$ cat src/rtl/swr_pkg.sv
// ----------------------------------------------------------------------------
// swr_pkg
// shared types, constants and checksum helper of the stop-and-wait receiver
// ----------------------------------------------------------------------------
package swr_pkg;

   // parameter defaults
   localparam int PAYLOAD_MAX_DEF = 509;
   localparam int SEQ_BITS_DEF    = 8;

   // datagram layout
   localparam int POS_W    = 10;
   localparam int POS_CAP  = 1023;
   localparam logic [POS_W-1:0] POS_FLAG = 10'd1;
   localparam logic [POS_W-1:0] POS_SEQ  = 10'd2;
   localparam logic [POS_W-1:0] POS_LEN  = 10'd3;
   localparam logic [POS_W-1:0] POS_DATA = 10'd4;

   // counters
   localparam int PEND_W = 9;
   localparam logic [PEND_W-1:0] PEND_MAX = 9'd511;
   localparam int TOTAL_W = 32;

   // flag and checksum values
   localparam logic [7:0] FLAG_ACK  = 8'h01;
   localparam logic [7:0] FLAG_NAK  = 8'h02;
   localparam logic [7:0] FLAG_LAST = 8'h08;
   localparam logic [7:0] SUM_GOOD  = 8'hFF;

   // operation and result kind codes
   localparam logic OP_BYTE      = 1'b0;
   localparam logic OP_START     = 1'b1;
   localparam logic KIND_PAYLOAD = 1'b0;
   localparam logic KIND_VERDICT = 1'b1;

   // result queue
   localparam int FIFO_DEPTH = 8;
   localparam int PTR_W      = $clog2(FIFO_DEPTH);
   localparam int CNT_W      = PTR_W + 1;

   typedef struct packed {
      logic                 kind;
      logic [7:0]           data_byte;
      logic                 commit;
      logic                 reply_valid;
      logic                 reply_nak;
      logic [7:0]           reply_seq;
      logic [7:0]           reply_sum;
      logic                 transfer_done;
      logic [PEND_W-1:0]    payload_count;
      logic [TOTAL_W-1:0]   total_bytes;
      logic                 last;
   } rsp_type;

   // up to two results per transaction, first one in slot a
   typedef struct packed {
      logic    push_a;
      logic    push_b;
      rsp_type res_a;
      rsp_type res_b;
   } push_type;

   // 8-bit add with end-around carry
   function automatic logic [7:0] add_carry(input logic [7:0] s, input logic [7:0] b);
      logic [8:0] t;
      t = {1'b0, s} + {1'b0, b};
      return t[7:0] + {7'd0, t[8]};
   endfunction

endpackage

$ cat src/rtl/swr_core.sv
// ----------------------------------------------------------------------------
// swr_core
// input register, per-datagram state and single-pass result generation
// ----------------------------------------------------------------------------
module swr_core #(
   parameter int PAYLOAD_MAX = swr_pkg::PAYLOAD_MAX_DEF,
   parameter int SEQ_BITS    = swr_pkg::SEQ_BITS_DEF
) (
   input  logic               clock,
   input  logic               reset,
   input  logic               accept,
   input  logic               op,
   input  logic [7:0]         rx_byte,
   input  logic               rx_end,
   output swr_pkg::push_type  push
);

   localparam int DGRAM_LIMIT = ((PAYLOAD_MAX + 4) > swr_pkg::POS_CAP) ?
                                swr_pkg::POS_CAP : (PAYLOAD_MAX + 4);
   localparam logic [swr_pkg::POS_W-1:0] POS_LIMIT = swr_pkg::POS_W'(DGRAM_LIMIT);
   localparam logic [swr_pkg::POS_W-1:0] POS_END   = swr_pkg::POS_W'(PAYLOAD_MAX + 3);

   // input register
   logic       s1_valid_ff, s1_valid_in;
   logic       s1_op_ff;
   logic [7:0] s1_byte_ff;
   logic       s1_end_ff;

   // receiver state
   logic [SEQ_BITS-1:0]         exp_ff,   exp_in;
   logic [swr_pkg::POS_W-1:0]   pos_ff,   pos_in;
   logic [7:0]                  sum_ff,   sum_in;
   logic [7:0]                  flag_ff,  flag_in;
   logic [7:0]                  seq_ff,   seq_in;
   logic [7:0]                  len_ff,   len_in;
   logic [swr_pkg::PEND_W-1:0]  pend_ff,  pend_in;
   logic [swr_pkg::TOTAL_W-1:0] total_ff, total_in;
   logic                        done_ff,  done_in;

   logic                        active;
   logic                        is_last;
   logic                        payload;
   logic                        nak;
   logic                        commit;
   logic [swr_pkg::PEND_W-1:0]  count;
   logic [swr_pkg::TOTAL_W:0]   total_sum;
   logic [7:0]                  reply_flag;
   swr_pkg::rsp_type            verdict;
   swr_pkg::rsp_type            data_res;

   assign s1_valid_in = accept;

   always_comb begin
      exp_in   = exp_ff;
      pos_in   = pos_ff;
      sum_in   = sum_ff;
      flag_in  = flag_ff;
      seq_in   = seq_ff;
      len_in   = len_ff;
      pend_in  = pend_ff;
      total_in = total_ff;
      done_in  = done_ff;

      active     = !done_ff && (pos_ff < POS_LIMIT);
      is_last    = (flag_ff == swr_pkg::FLAG_LAST);
      payload    = 1'b0;
      nak        = 1'b0;
      commit     = 1'b0;
      count      = '0;
      total_sum  = '0;
      reply_flag = swr_pkg::FLAG_ACK;
      verdict    = '0;
      data_res   = '0;
      push       = '0;

      if (s1_valid_ff) begin
         if (s1_op_ff == swr_pkg::OP_START) begin
            exp_in   = '0;
            pos_in   = '0;
            sum_in   = '0;
            flag_in  = '0;
            seq_in   = '0;
            len_in   = '0;
            pend_in  = '0;
            total_in = '0;
            done_in  = 1'b0;
         end else begin
            if (active) begin
               sum_in = swr_pkg::add_carry(sum_ff, s1_byte_ff);
               pos_in = pos_ff + 1'b1;
               if (pos_ff == swr_pkg::POS_FLAG) begin
                  flag_in = s1_byte_ff;
               end else if (pos_ff == swr_pkg::POS_SEQ) begin
                  seq_in = s1_byte_ff;
               end else if (pos_ff == swr_pkg::POS_LEN && is_last) begin
                  len_in = s1_byte_ff;
               end else if (pos_ff >= swr_pkg::POS_LEN) begin
                  if (is_last) begin
                     payload = (pos_ff >= swr_pkg::POS_DATA) &&
                               ({1'b0, pos_ff} < ({1'b0, swr_pkg::POS_DATA} + 11'(len_ff)));
                  end else begin
                     payload = (pos_ff < POS_END);
                  end
               end
            end

            if (payload) begin
               if (pend_ff < swr_pkg::PEND_MAX) begin
                  pend_in = pend_ff + 1'b1;
               end
               data_res.kind      = swr_pkg::KIND_PAYLOAD;
               data_res.data_byte = s1_byte_ff;
               data_res.last      = !s1_end_ff;
            end

            // verdict works on the state as updated by this byte
            if (s1_end_ff) begin
               if (!done_ff) begin
                  nak = (sum_in != swr_pkg::SUM_GOOD);
                  commit = !nak && (seq_in == 8'(exp_ff));
               end
               if (commit) begin
                  count     = pend_in;
                  exp_in    = exp_ff + 1'b1;
                  total_sum = {1'b0, total_ff} + (swr_pkg::TOTAL_W + 1)'(pend_in);
                  total_in  = total_sum[swr_pkg::TOTAL_W] ? '1 :
                              total_sum[swr_pkg::TOTAL_W-1:0];
                  if (flag_in == swr_pkg::FLAG_LAST) begin
                     done_in = 1'b1;
                  end
               end
               reply_flag = nak ? swr_pkg::FLAG_NAK : swr_pkg::FLAG_ACK;

               verdict.kind          = swr_pkg::KIND_VERDICT;
               verdict.commit        = commit;
               verdict.reply_valid   = !done_ff;
               verdict.reply_nak     = nak;
               verdict.reply_seq     = done_ff ? 8'd0 : seq_in;
               verdict.reply_sum     = done_ff ? 8'd0 :
                                       ~swr_pkg::add_carry(reply_flag, seq_in);
               verdict.transfer_done = done_in;
               verdict.payload_count = count;
               verdict.total_bytes   = total_in;
               verdict.last          = 1'b1;

               pos_in  = '0;
               sum_in  = '0;
               flag_in = '0;
               seq_in  = '0;
               len_in  = '0;
               pend_in = '0;
            end

            if (payload) begin
               push.push_a = 1'b1;
               push.res_a  = data_res;
               push.push_b = s1_end_ff;
               push.res_b  = verdict;
            end else begin
               push.push_a = s1_end_ff;
               push.res_a  = verdict;
            end
         end
      end
   end

   always_ff @(posedge clock) begin
      if (reset) begin
         s1_valid_ff <= 1'b0;
         exp_ff      <= '0;
         pos_ff      <= '0;
         sum_ff      <= '0;
         flag_ff     <= '0;
         seq_ff      <= '0;
         len_ff      <= '0;
         pend_ff     <= '0;
         total_ff    <= '0;
         done_ff     <= 1'b0;
      end else begin
         s1_valid_ff <= s1_valid_in;
         exp_ff      <= exp_in;
         pos_ff      <= pos_in;
         sum_ff      <= sum_in;
         flag_ff     <= flag_in;
         seq_ff      <= seq_in;
         len_ff      <= len_in;
         pend_ff     <= pend_in;
         total_ff    <= total_in;
         done_ff     <= done_in;
      end
   end

   // transaction payload, no reset needed
   always_ff @(posedge clock) begin
      if (accept) begin
         s1_op_ff   <= op;
         s1_byte_ff <= rx_byte;
         s1_end_ff  <= rx_end;
      end
   end

endmodule

$ cat src/rtl/swr_fifo.sv
// ----------------------------------------------------------------------------
// swr_fifo
// result queue taking two results per cycle at most, giving one on out_ready
// ----------------------------------------------------------------------------
module swr_fifo (
   input  logic               clock,
   input  logic               reset,
   input  swr_pkg::push_type  push,
   output logic               in_ready,
   output logic               out_valid,
   input  logic               out_ready,
   output swr_pkg::rsp_type   out_data
);

   localparam logic [swr_pkg::CNT_W-1:0] ROOM_LIMIT =
      swr_pkg::CNT_W'(swr_pkg::FIFO_DEPTH - 4);

   swr_pkg::rsp_type mem_ff [swr_pkg::FIFO_DEPTH];

   logic [swr_pkg::PTR_W-1:0] wr_ptr_ff, wr_ptr_in;
   logic [swr_pkg::PTR_W-1:0] rd_ptr_ff, rd_ptr_in;
   logic [swr_pkg::CNT_W-1:0] count_ff,  count_in;
   logic [swr_pkg::PTR_W-1:0] wr_next;
   logic                      pop;

   assign pop       = out_valid && out_ready;
   assign out_valid = (count_ff != '0);
   assign out_data  = mem_ff[rd_ptr_ff];
   assign wr_next   = wr_ptr_ff + 1'b1;

   // room for the transaction in the input register plus a new one
   assign in_ready = (count_ff <= ROOM_LIMIT);

   always_comb begin
      wr_ptr_in = wr_ptr_ff + swr_pkg::PTR_W'(push.push_a) + swr_pkg::PTR_W'(push.push_b);
      rd_ptr_in = rd_ptr_ff + swr_pkg::PTR_W'(pop);
      count_in  = count_ff + swr_pkg::CNT_W'(push.push_a) + swr_pkg::CNT_W'(push.push_b)
                  - swr_pkg::CNT_W'(pop);
   end

   always_ff @(posedge clock) begin
      if (reset) begin
         wr_ptr_ff <= '0;
         rd_ptr_ff <= '0;
         count_ff  <= '0;
      end else begin
         wr_ptr_ff <= wr_ptr_in;
         rd_ptr_ff <= rd_ptr_in;
         count_ff  <= count_in;
      end
   end

   always_ff @(posedge clock) begin
      if (push.push_a) begin
         mem_ff[wr_ptr_ff] <= push.res_a;
      end
      if (push.push_b) begin
         mem_ff[wr_next] <= push.res_b;
      end
   end

endmodule

$ cat src/rtl/stop_and_wait_receiver.sv
// ----------------------------------------------------------------------------
// stop_and_wait_receiver
// stop-and-wait ARQ receiver with 8-bit end-around-carry checksum
// ----------------------------------------------------------------------------
// Usage:
//   req channel: one transaction per received datagram byte (req_op = 0,
//   req_rx_end marks the datagram's final byte) or a start command
//   (req_op = 1) that clears sequence, totals and the done flag.
//   rsp channel: tentative payload bytes (rsp_kind = 0) as they arrive, and
//   one verdict (rsp_kind = 1) per datagram end with commit, ACK/NAK reply
//   fields, transfer_done and the byte counts. rsp_last marks the final
//   result of each request transaction.
//   Path: results of an accepted request pass the input register, then
//   the result queue, before they are presented.
//   Throughput: one request per cycle while req_ready is high; results leave
//   at one per cycle while rsp_ready is high, so a payload byte and a verdict
//   from one byte leave in turn. req_ready is set by the fill level of the
//   8-entry queue; it drops above four entries, which needs rsp_ready low.
//   Reset: synchronous, clears all receiver state and empties the queue.
// ----------------------------------------------------------------------------
module stop_and_wait_receiver #(
   parameter int PAYLOAD_MAX = swr_pkg::PAYLOAD_MAX_DEF,
   parameter int SEQ_BITS    = swr_pkg::SEQ_BITS_DEF
) (
   input  logic        clock,
   input  logic        reset,

   input  logic        req_valid,
   output logic        req_ready,
   input  logic        req_op,
   input  logic [7:0]  req_rx_byte,
   input  logic        req_rx_end,

   output logic        rsp_valid,
   input  logic        rsp_ready,
   output logic        rsp_kind,
   output logic [7:0]  rsp_data_byte,
   output logic        rsp_commit,
   output logic        rsp_reply_valid,
   output logic        rsp_reply_nak,
   output logic [7:0]  rsp_reply_seq,
   output logic [7:0]  rsp_reply_sum,
   output logic        rsp_transfer_done,
   output logic [8:0]  rsp_payload_count,
   output logic [31:0] rsp_total_bytes,
   output logic        rsp_last
);

   logic              accept;
   swr_pkg::push_type push;
   swr_pkg::rsp_type  rsp;

   assign accept = req_valid && req_ready;

   swr_core #(
      .PAYLOAD_MAX (PAYLOAD_MAX),
      .SEQ_BITS    (SEQ_BITS)
   ) u_core (
      .clock   (clock),
      .reset   (reset),
      .accept  (accept),
      .op      (req_op),
      .rx_byte (req_rx_byte),
      .rx_end  (req_rx_end),
      .push    (push)
   );

   swr_fifo u_fifo (
      .clock     (clock),
      .reset     (reset),
      .push      (push),
      .in_ready  (req_ready),
      .out_valid (rsp_valid),
      .out_ready (rsp_ready),
      .out_data  (rsp)
   );

   assign rsp_kind          = rsp.kind;
   assign rsp_data_byte     = rsp.data_byte;
   assign rsp_commit        = rsp.commit;
   assign rsp_reply_valid   = rsp.reply_valid;
   assign rsp_reply_nak     = rsp.reply_nak;
   assign rsp_reply_seq     = rsp.reply_seq;
   assign rsp_reply_sum     = rsp.reply_sum;
   assign rsp_transfer_done = rsp.transfer_done;
   assign rsp_payload_count = rsp.payload_count;
   assign rsp_total_bytes   = rsp.total_bytes;
   assign rsp_last          = rsp.last;

endmodule

$ cat config.mk
export PLATFORM = sky130hd
export DESIGN_NAME = stop_and_wait_receiver
export DESIGN_NICKNAME = d
export VERILOG_FILES = /design/src/rtl/swr_pkg.sv /design/src/rtl/swr_core.sv /design/src/rtl/swr_fifo.sv /design/src/rtl/stop_and_wait_receiver.sv
export SDC_FILE = /design/constraint.sdc
export NUM_CORES = 1
export LEC_CHECK = 0
export BUFFER_PORTS_ARGS = -buffer_cell sky130_fd_sc_hd__clkbuf_2
export CAP_MARGIN = 20
export CORE_MARGIN = 2
export CORE_UTILIZATION = 46
export DETAILED_ROUTE_END_ITERATION = 16
export MAX_ROUTING_LAYER = met4
export RECOVER_POWER = 25
export SETUP_SLACK_MARGIN = 0.3
export SYNTH_ARGS = -nofsm -noshare
export SYNTH_HDL_FRONTEND = slang
export SYNTH_SLANG_ARGS = --single-unit
$ cat constraint.sdc
create_clock -name clock -period 8.3 [get_ports clock]
set_input_delay 1.66 -clock clock [delete_from_list [all_inputs] [get_ports clock]]
set_output_delay 1.66 -clock clock [all_outputs]
set_load 0.05 [all_outputs]
==> impl_results.md, run 1 <==
* Post-CTS setup buffer count at 0
* Final setup viols at 0
* Crit. End Element: primary output
* WP data arrival at 6090 ps
* Die Y at 268 microns
* Synth cell count leaders: 531 x nor2_1, 514 x edfxtp_1, 185 x nand2_1
* Iter 0 DRT Violations at 2224
* Total number of vias at 22100
* CTS tree: done
* Min Tclk post-route at 7750 ps
* Final period util at 93.3%
* Setup TNS at 0 ps
* Core region area at 68800 sq um
* Post_cts resized at 0
* Worst skew pair latency at 640 ps
* Pin count of the biggest net entering global routing at 90
* Setup Skew at 28.8 ps
* GPL Wtd Cong at 0.901
* Total die area at 71900 sq um
* Status: complete, but fails checks
* Final hold violation count at 0
* Async S/R FF share, synth at 0%
* Setup CP Type: flip-flop to primary output
* Row count at 96
* # DRC at 0
* Reg clk slew, reported paths at 60 ps
* Most common cell in the netlist: nor2_1
* Synth top area cells: edfxtp_1 48%, dfxtp_1 10%, mux4_2 10%, nor2_1 6.2%, mux2_2 2.5%
* Post-Syn Instances at 2622
* IO buf count at 86
* Failing checks: max-capacitance violations, max-slew violations
* P_leak at 10.8 nW
* CTS root buf: clkbuf_16
* Initial antenna violation count at 0
* Area leader, netlist: edfxtp_1
* Chip width at 268 microns
* Syn nets at 2693
* Final core occ at 52.1%
* CTS Buffer Depth at 3
* Share of cells above drive strength 1 at 15.9%
* First drt pass iteration count at 6
* Grt ovf at 0
* Non-Filler Instances at 3679
* Worst-Margin Slew at 3780 ps
* Yosys reg bits at 681
* TritonCTS Buffers at 74
* Reg2reg path depth at 19
* Total I/O pin count at 87
* Antenna viol nets, final at 0
* Min-Delay Path Class: flip-flop to flip-flop
* RSZ-0062 raised after global routing: false
* Post-synth cell types at 79
* Worst hold path depth at 2
* Worst setup SP type: flip-flop
* Hpwl dp at 54.2 mm
* Pins over their slew limit at 348
* Fmax at 129 MHz
* Crit-path max FO at 45
* Placed Cells at 3541
* Routed WL per cell at 24.2 microns
* Prevailing post-synth register cell: edfxtp_1
* Max-cap violation count at 7
* Register area share after synthesis at 58.5%
* Total Nets Final at 2760
* Area grow syn2layout at 11.6%
* Gr usage total at 25.8%
* H-tree Lvls at 3
* Clock Sinks at 681
* Top-area cell type share of the netlist area at 48.1%
* Vias in the first global route at 22200
* Vias/cell at 6.01
* Starting density of the core at 46.6%
* CTS Hold Bufs at 0
* Worst EP required at 6640 ps
* Number of enable flip-flop cells after synthesis at 514
* IR Drop Worst-Case VDD at 0.195 mV
* # diodes at 0
* Global-route wire length before repair at 135 mm
* Slew margin rel. at -152%
* YS warnings at 0
* DRT Wirelength at 89.0 mm
* Total power density per cell area at 243 nW/um^2
* Synthesized area per cell at 12.2 sq um
* Mapped Area at 32100 sq um
worst max-delay path, stage by stage, from the launching register on:
cell	delay, ps
dfxtp_1	1520
clkbuf_1	2740
mux2_2	620
clkbuf_1	510
cells in the final DEF (no fill, tap or decap), types with 9 or more instances in the layout:
cell type,netlist,final
buf_4,1,44
a31oi_1,9,9
xnor2_1,28,28
clkbuf_1,125,84
mux2_1,0,16
nand4_1,17,17
clkbuf_16,0,75
xor2_1,18,18
a21oi_1,71,71
a22oi_1,30,30
nor3_1,69,68
dfxtp_1,167,166
edfxtp_1,514,514
nor2_1,531,531
clkbuf_2,0,32
nand3_1,55,55
o21a_1,10,10
and3_1,23,23
nand2_1,185,184
and2_1,22,12
o21ai_0,111,111
nor2b_1,18,18
a22o_1,10,10
nor4_1,16,17
ha_1,51,51
a211oi_1,14,14
clkinv_1,0,11
mux2_2,72,56
mux2i_1,30,29
and2_0,0,10
mux4_2,142,142
clkinv_2,0,14
or2_2,11,10
inv_1,73,66
or3_1,9,9
a21o_1,11,11
metal layers:
metal  up-vias  routed length (microns)  GRT usage [%]
met1     11200                    38100           35.2
met4         0                     1800           7.41
met3       135                     6940           4.07
met5         -                        0              -
met2       940                    42200           40.2
li1       9855                        -              -
layout make-up:
cell class | instances | area, sq um
repair buffers | 144 | 790
clock inverters | 39 | 380
clock buffers | 96 | 1980
inverters | 73 | 274
well taps | 931 | 1160
multi-input cells | 1715 | 12500
fillers | 5928 | 33000
flip-flops and latches | 681 | 18800
power breakdown:
group          switching, W  leakage, nW  internal [W]
Combinational       0.00108         4.25      0.000583
Clock               0.00138         1.16       0.00188
Sequential        0.0000995         5.43       0.00367
stage by stage:
step | setup WS (ps) | hold slack (ps) | total power [W] | area [sq um]
floorplan | 1620 | 420 | 0.00510 | 32100
global placement | 1300 | 429 | 0.00553 | 33600
detailed placement | 1160 | 437 | 0.00554 | 33600
CTS | 1120 | 450 | 0.00877 | 35900
global route | 310 | 478 | 0.00898 | 35800
finish | 554 | 450 | 0.00869 | 35800
path summary, 6_finish.rpt:
kind	startpoint	to	slack, ps
setup / recovery	u_fifo.rd_ptr_ff[2]	rsp_payload_count[2]	550
hold / removal	u_fifo.mem_ff[2][69]	u_fifo.mem_ff[2][69]	450
setup reg to reg	u_core.len_ff[2]	u_fifo.mem_ff[4][29]	840
hold reg to reg	u_fifo.mem_ff[2][69]	u_fifo.mem_ff[2][69]	450
logic make-up after synthesis:
| kind of cell | share of synthesized area [%] |
|---|---|
| AND/OR/NAND/NOR | 14.0 |
| flip-flops | 58.5 |
| AO/OA/AOI/OAI | 7.22 |
| multiplexers | 13.9 |
| buffers and inverters | 2.71 |
| adder cells (fa/ha/maj) | 2.36 |
| XOR/XNOR | 1.26 |
state kept, by name, indices dropped and copies added, names as in the netlist, 3 cells and up:
register           flops
u_core.seq_ff          8
u_core.total_ff       32
u_core.sum_ff          8
u_core.len_ff          8
u_fifo.mem_ff        568
u_core.flag_ff         8
u_fifo.wr_ptr_ff       3
u_core.s1_byte_ff      8
u_fifo.count_ff        4
u_core.exp_ff          8
u_core.pos_ff         10
u_core.pend_ff         9
u_fifo.rd_ptr_ff       3
Power figures use the tool's default switching activity.
==> inputs of run 2 (changes only) <==
- PLACE_DENSITY: unset -> 0.67
==> run 2 against run 1 <==
Against the previous run: the flow still finishes with violations (max-capacitance violations, max-slew violations); setup slack improved by 140 ps; clock power fell by 3%; utilization fell by 0.19 points; critical endpoint is now u_fifo.mem_ff[0][47].
==> impl_results.md, run 2 (synthesis results as in run 1) <==
* Core region area at 68800 sq um (unchanged)
* RSZ-0062 raised after global routing: false (unchanged)
* Antenna viol nets, final at 0 (unchanged)
* P_leak at 10.7 nW (was 10.8 nW)
* Worst-Margin Slew at 3660 ps (was 3780 ps)
* Reg2reg path depth at 25 (was 19)
* CTS root buf: clkbuf_16 (unchanged)
* Max-cap violation count at 5 (was 7)
* Pins over their slew limit at 247 (was 348)
* Global-route wire length before repair at 135 mm (about the same)
* CTS Hold Bufs at 0 (unchanged)
* P_sw at 0.00253 W (was 0.00256 W)
* IO buf count at 86 (unchanged)
* Min-delay src: u_fifo.mem_ff[6][64] (was u_fifo.mem_ff[2][69])
* Commonest non-fill, non-tap cell in the layout: nor2_1 (unchanged)
* Hpwl dp at 53.9 mm (was 54.2 mm)
* Starting density of the core at 46.6% (unchanged)
* WP depth at 25 (was 3)
* Total power density per cell area at 240 nW/um^2 (was 243 nW/um^2)
* Worst setup SP type: flip-flop (unchanged)
* Fmax at 132 MHz (was 129 MHz)
* Largest registers: u_fifo.mem_ff x568, u_core.total_ff x32, u_core.pos_ff x10 (unchanged)
* Fill cells at 5807 (was 5928)
* Cell-internal power at 0.00606 W (was 0.00614 W)
* Worst hold path depth at 2 (unchanged)
* Row count at 96 (unchanged)
* Reg-to-Reg End: u_fifo.mem_ff[0][47] (was u_fifo.mem_ff[4][29])
* Final core occ at 51.9% (was 52.1%)
* Final setup viols at 0 (unchanged)
* Post_cts resized at 0 (unchanged)
* Pin count of the biggest net entering global routing at 115 (was 90)
* First drt pass iteration count at 6 (unchanged)
* IR Drop Worst-Case VDD at 0.250 mV (was 0.195 mV)
* CP max-delay cell: nor4_1 (was clkbuf_1)
* Area grow syn2layout at 11.2% (was 11.6%)
* CTS tree: done (unchanged)
* Reg power frac at 43.9% (was 43.4%)
* R2r startpoint: u_core.s1_byte_ff[0] (was u_core.len_ff[2])
* Dpl cell area at 33600 sq um (about the same)
* Iter 0 DRT Violations at 2401 (was 2224)
* Crit. End Element: flip-flop (was primary output)
* Net Sw Frac at 29.4% (about the same)
* Tot Pwr at 0.00858 W (was 0.00869 W)
* Vias/cell at 6.07 (was 6.01)
* GPL Wtd Cong at 0.937 (was 0.901)
* Register bank with the most flops: u_fifo.mem_ff (unchanged)
* Worst Hold Endpoint: u_fifo.mem_ff[6][64] (was u_fifo.mem_ff[2][69])
* Die Y at 268 microns (unchanged)
* Clock share of power at 36.7% (was 37.5%)
* Min Tclk post-route at 7600 ps (was 7750 ps)
* Routed WL per cell at 24.1 microns (was 24.2 microns)
* Placed Cells at 3538 (was 3541)
* Post-CTS setup buffer count at 0 (unchanged)
* Cell class contributing the biggest share of worst-path delay: simple AND/OR/NAND/NOR gates (was buffers and inverters)
* Crit-path max FO at 9 (was 45)
* Failing checks: max-capacitance violations, max-slew violations (unchanged)
* Gr usage total at 25.6% (was 25.8%)
* Status: complete, but fails checks (unchanged)
* Reg clk slew, reported paths at 60 ps (about the same)
* Chip width at 268 microns (unchanged)
* Final period util at 91.6% (was 93.3%)
* Flip-flop count of the largest register, all copies and words added at 568 (unchanged)
* Total Nets Final at 2754 (was 2760)
* Initial antenna violation count at 0 (unchanged)
* Total number of vias at 22300 (was 22100)
* Combinational share of power at 19.4% (was 19.1%)
* Setup Skew at 26.3 ps (was 28.8 ps)
* Final instance area at 35700 sq um (was 35800 sq um)
* Most frequent cells in the layout: 531 x nor2_1, 514 x edfxtp_1, 184 x nand2_1 (unchanged)
* WP data arrival at 7920 ps (was 6090 ps)
* Non-Filler Instances at 3672 (was 3679)
* Setup TNS at 0 ps (unchanged)
* H-tree Lvls at 3 (unchanged)
* Total I/O pin count at 87 (unchanged)
* Setup CP Type: flip-flop to flip-flop (was flip-flop to primary output)
* Final hold violation count at 0 (unchanged)
* Worst EP required at 8620 ps (was 6640 ps)
* TritonCTS Buffers at 72 (was 74)
* # DRC at 0 (unchanged)
* Min-Delay Path Class: flip-flop to flip-flop (unchanged)
* Most frequent CP cell: ha_1 (was clkbuf_1)
* Slew margin rel. at -144% (was -152%)
* DRT Wirelength at 88.5 mm (was 89.0 mm)
* Vias in the first global route at 22400 (was 22200)
* Clock Sinks at 681 (unchanged)
* Share of cells above drive strength 1 at 15.5% (was 15.9%)
* R2r setup slk at 700 ps (was 840 ps)
* Worst skew pair latency at 620 ps (was 640 ps)
* CTS Buffer Depth at 3 (unchanged)
* Crit path buf inv count at 1 (was 2)
* Grt ovf at 0 (unchanged)
* Total die area at 71900 sq um (unchanged)
* Slowest stage delay, CP at 690 ps (was 2740 ps)
==> run 2: cell count changes in the layout (fill, tap and decap cells not counted), moves of 4 or more <==
cell,change
clkbuf_1,+21
clkbuf_2,-20
mux2_1,-16
mux2_2,+16
clkinv_2,-7
buf_4,-4
==> run 2: layout make-up <==
type / instances / area [sq um] / area share (%)
antenna: 1 / 2.50 / 0.00701
clock buffer: 97 / 1960 / 5.48
clock inverter: 34 / 324 / 0.908
inverter: 73 / 274 / 0.768
multi-input combinational: 1715 / 12500 / 34.9
sequential: 681 / 18800 / 52.6
tap: 931 / 1160 / 3.26
timing repair buffer: 140 / 716 / 2.01
==> run 2: how the worst max path moves through the flow <==
stage / startpoint / endpoint / slack, ps
floorplan: u_core.s1_byte_ff[0] / u_fifo.mem_ff[0][47] / 1620
global placement: u_core.s1_byte_ff[0] / u_fifo.mem_ff[0][47] / 1190
detailed placement: u_core.s1_byte_ff[0] / u_fifo.mem_ff[0][47] / 1090
CTS: u_core.s1_byte_ff[0] / u_fifo.mem_ff[0][47] / 1080
global route: u_core.s1_byte_ff[0] / u_fifo.mem_ff[0][47] / 360
finish: u_core.s1_byte_ff[0] / u_fifo.mem_ff[0][47] / 700
==> run 2: power groups by stage <==
| stage | registers [W] | logic, W | clock network [W] |
|---|---|---|---|
| floorplan | 0.00377 | 0.00133 | 0 |
| CTS | 0.00377 | 0.00169 | 0.00318 |
| global route | 0.00377 | 0.00178 | 0.00332 |
| detailed placement | 0.00384 | 0.00169 | 0 |
| finish | 0.00377 | 0.00167 | 0.00315 |
| global placement | 0.00384 | 0.00168 | 0 |
==> run 2: through the flow <==
stage | setup slack, ps | hold slack (ps)
floorplan | 1620 | 420
global placement | 1190 | 428
detailed placement | 1090 | 439
CTS | 1080 | 453
global route | 364 | 470
finish | 699 | 451
==> run 2: tightest hold or removal path: cells and delay by family, from the launching register on <==
family	cells	cell delay, ps
simple gates	1	40
compound gates	1	50
flops	1	320
==> run 2: metal layers <==
metal | wire [microns] | GRT usage [%] | part of all wire, % | vias up
li1 | - | - | - | 9858
met3 | 7020 | 3.94 | 7.9 | 145
met2 | 43400 | 41.5 | 49 | 1004
met5 | 0 | - | 0 | -
met1 | 35900 | 33.2 | 41 | 11300
met4 | 2250 | 8.35 | 2.5 | 0
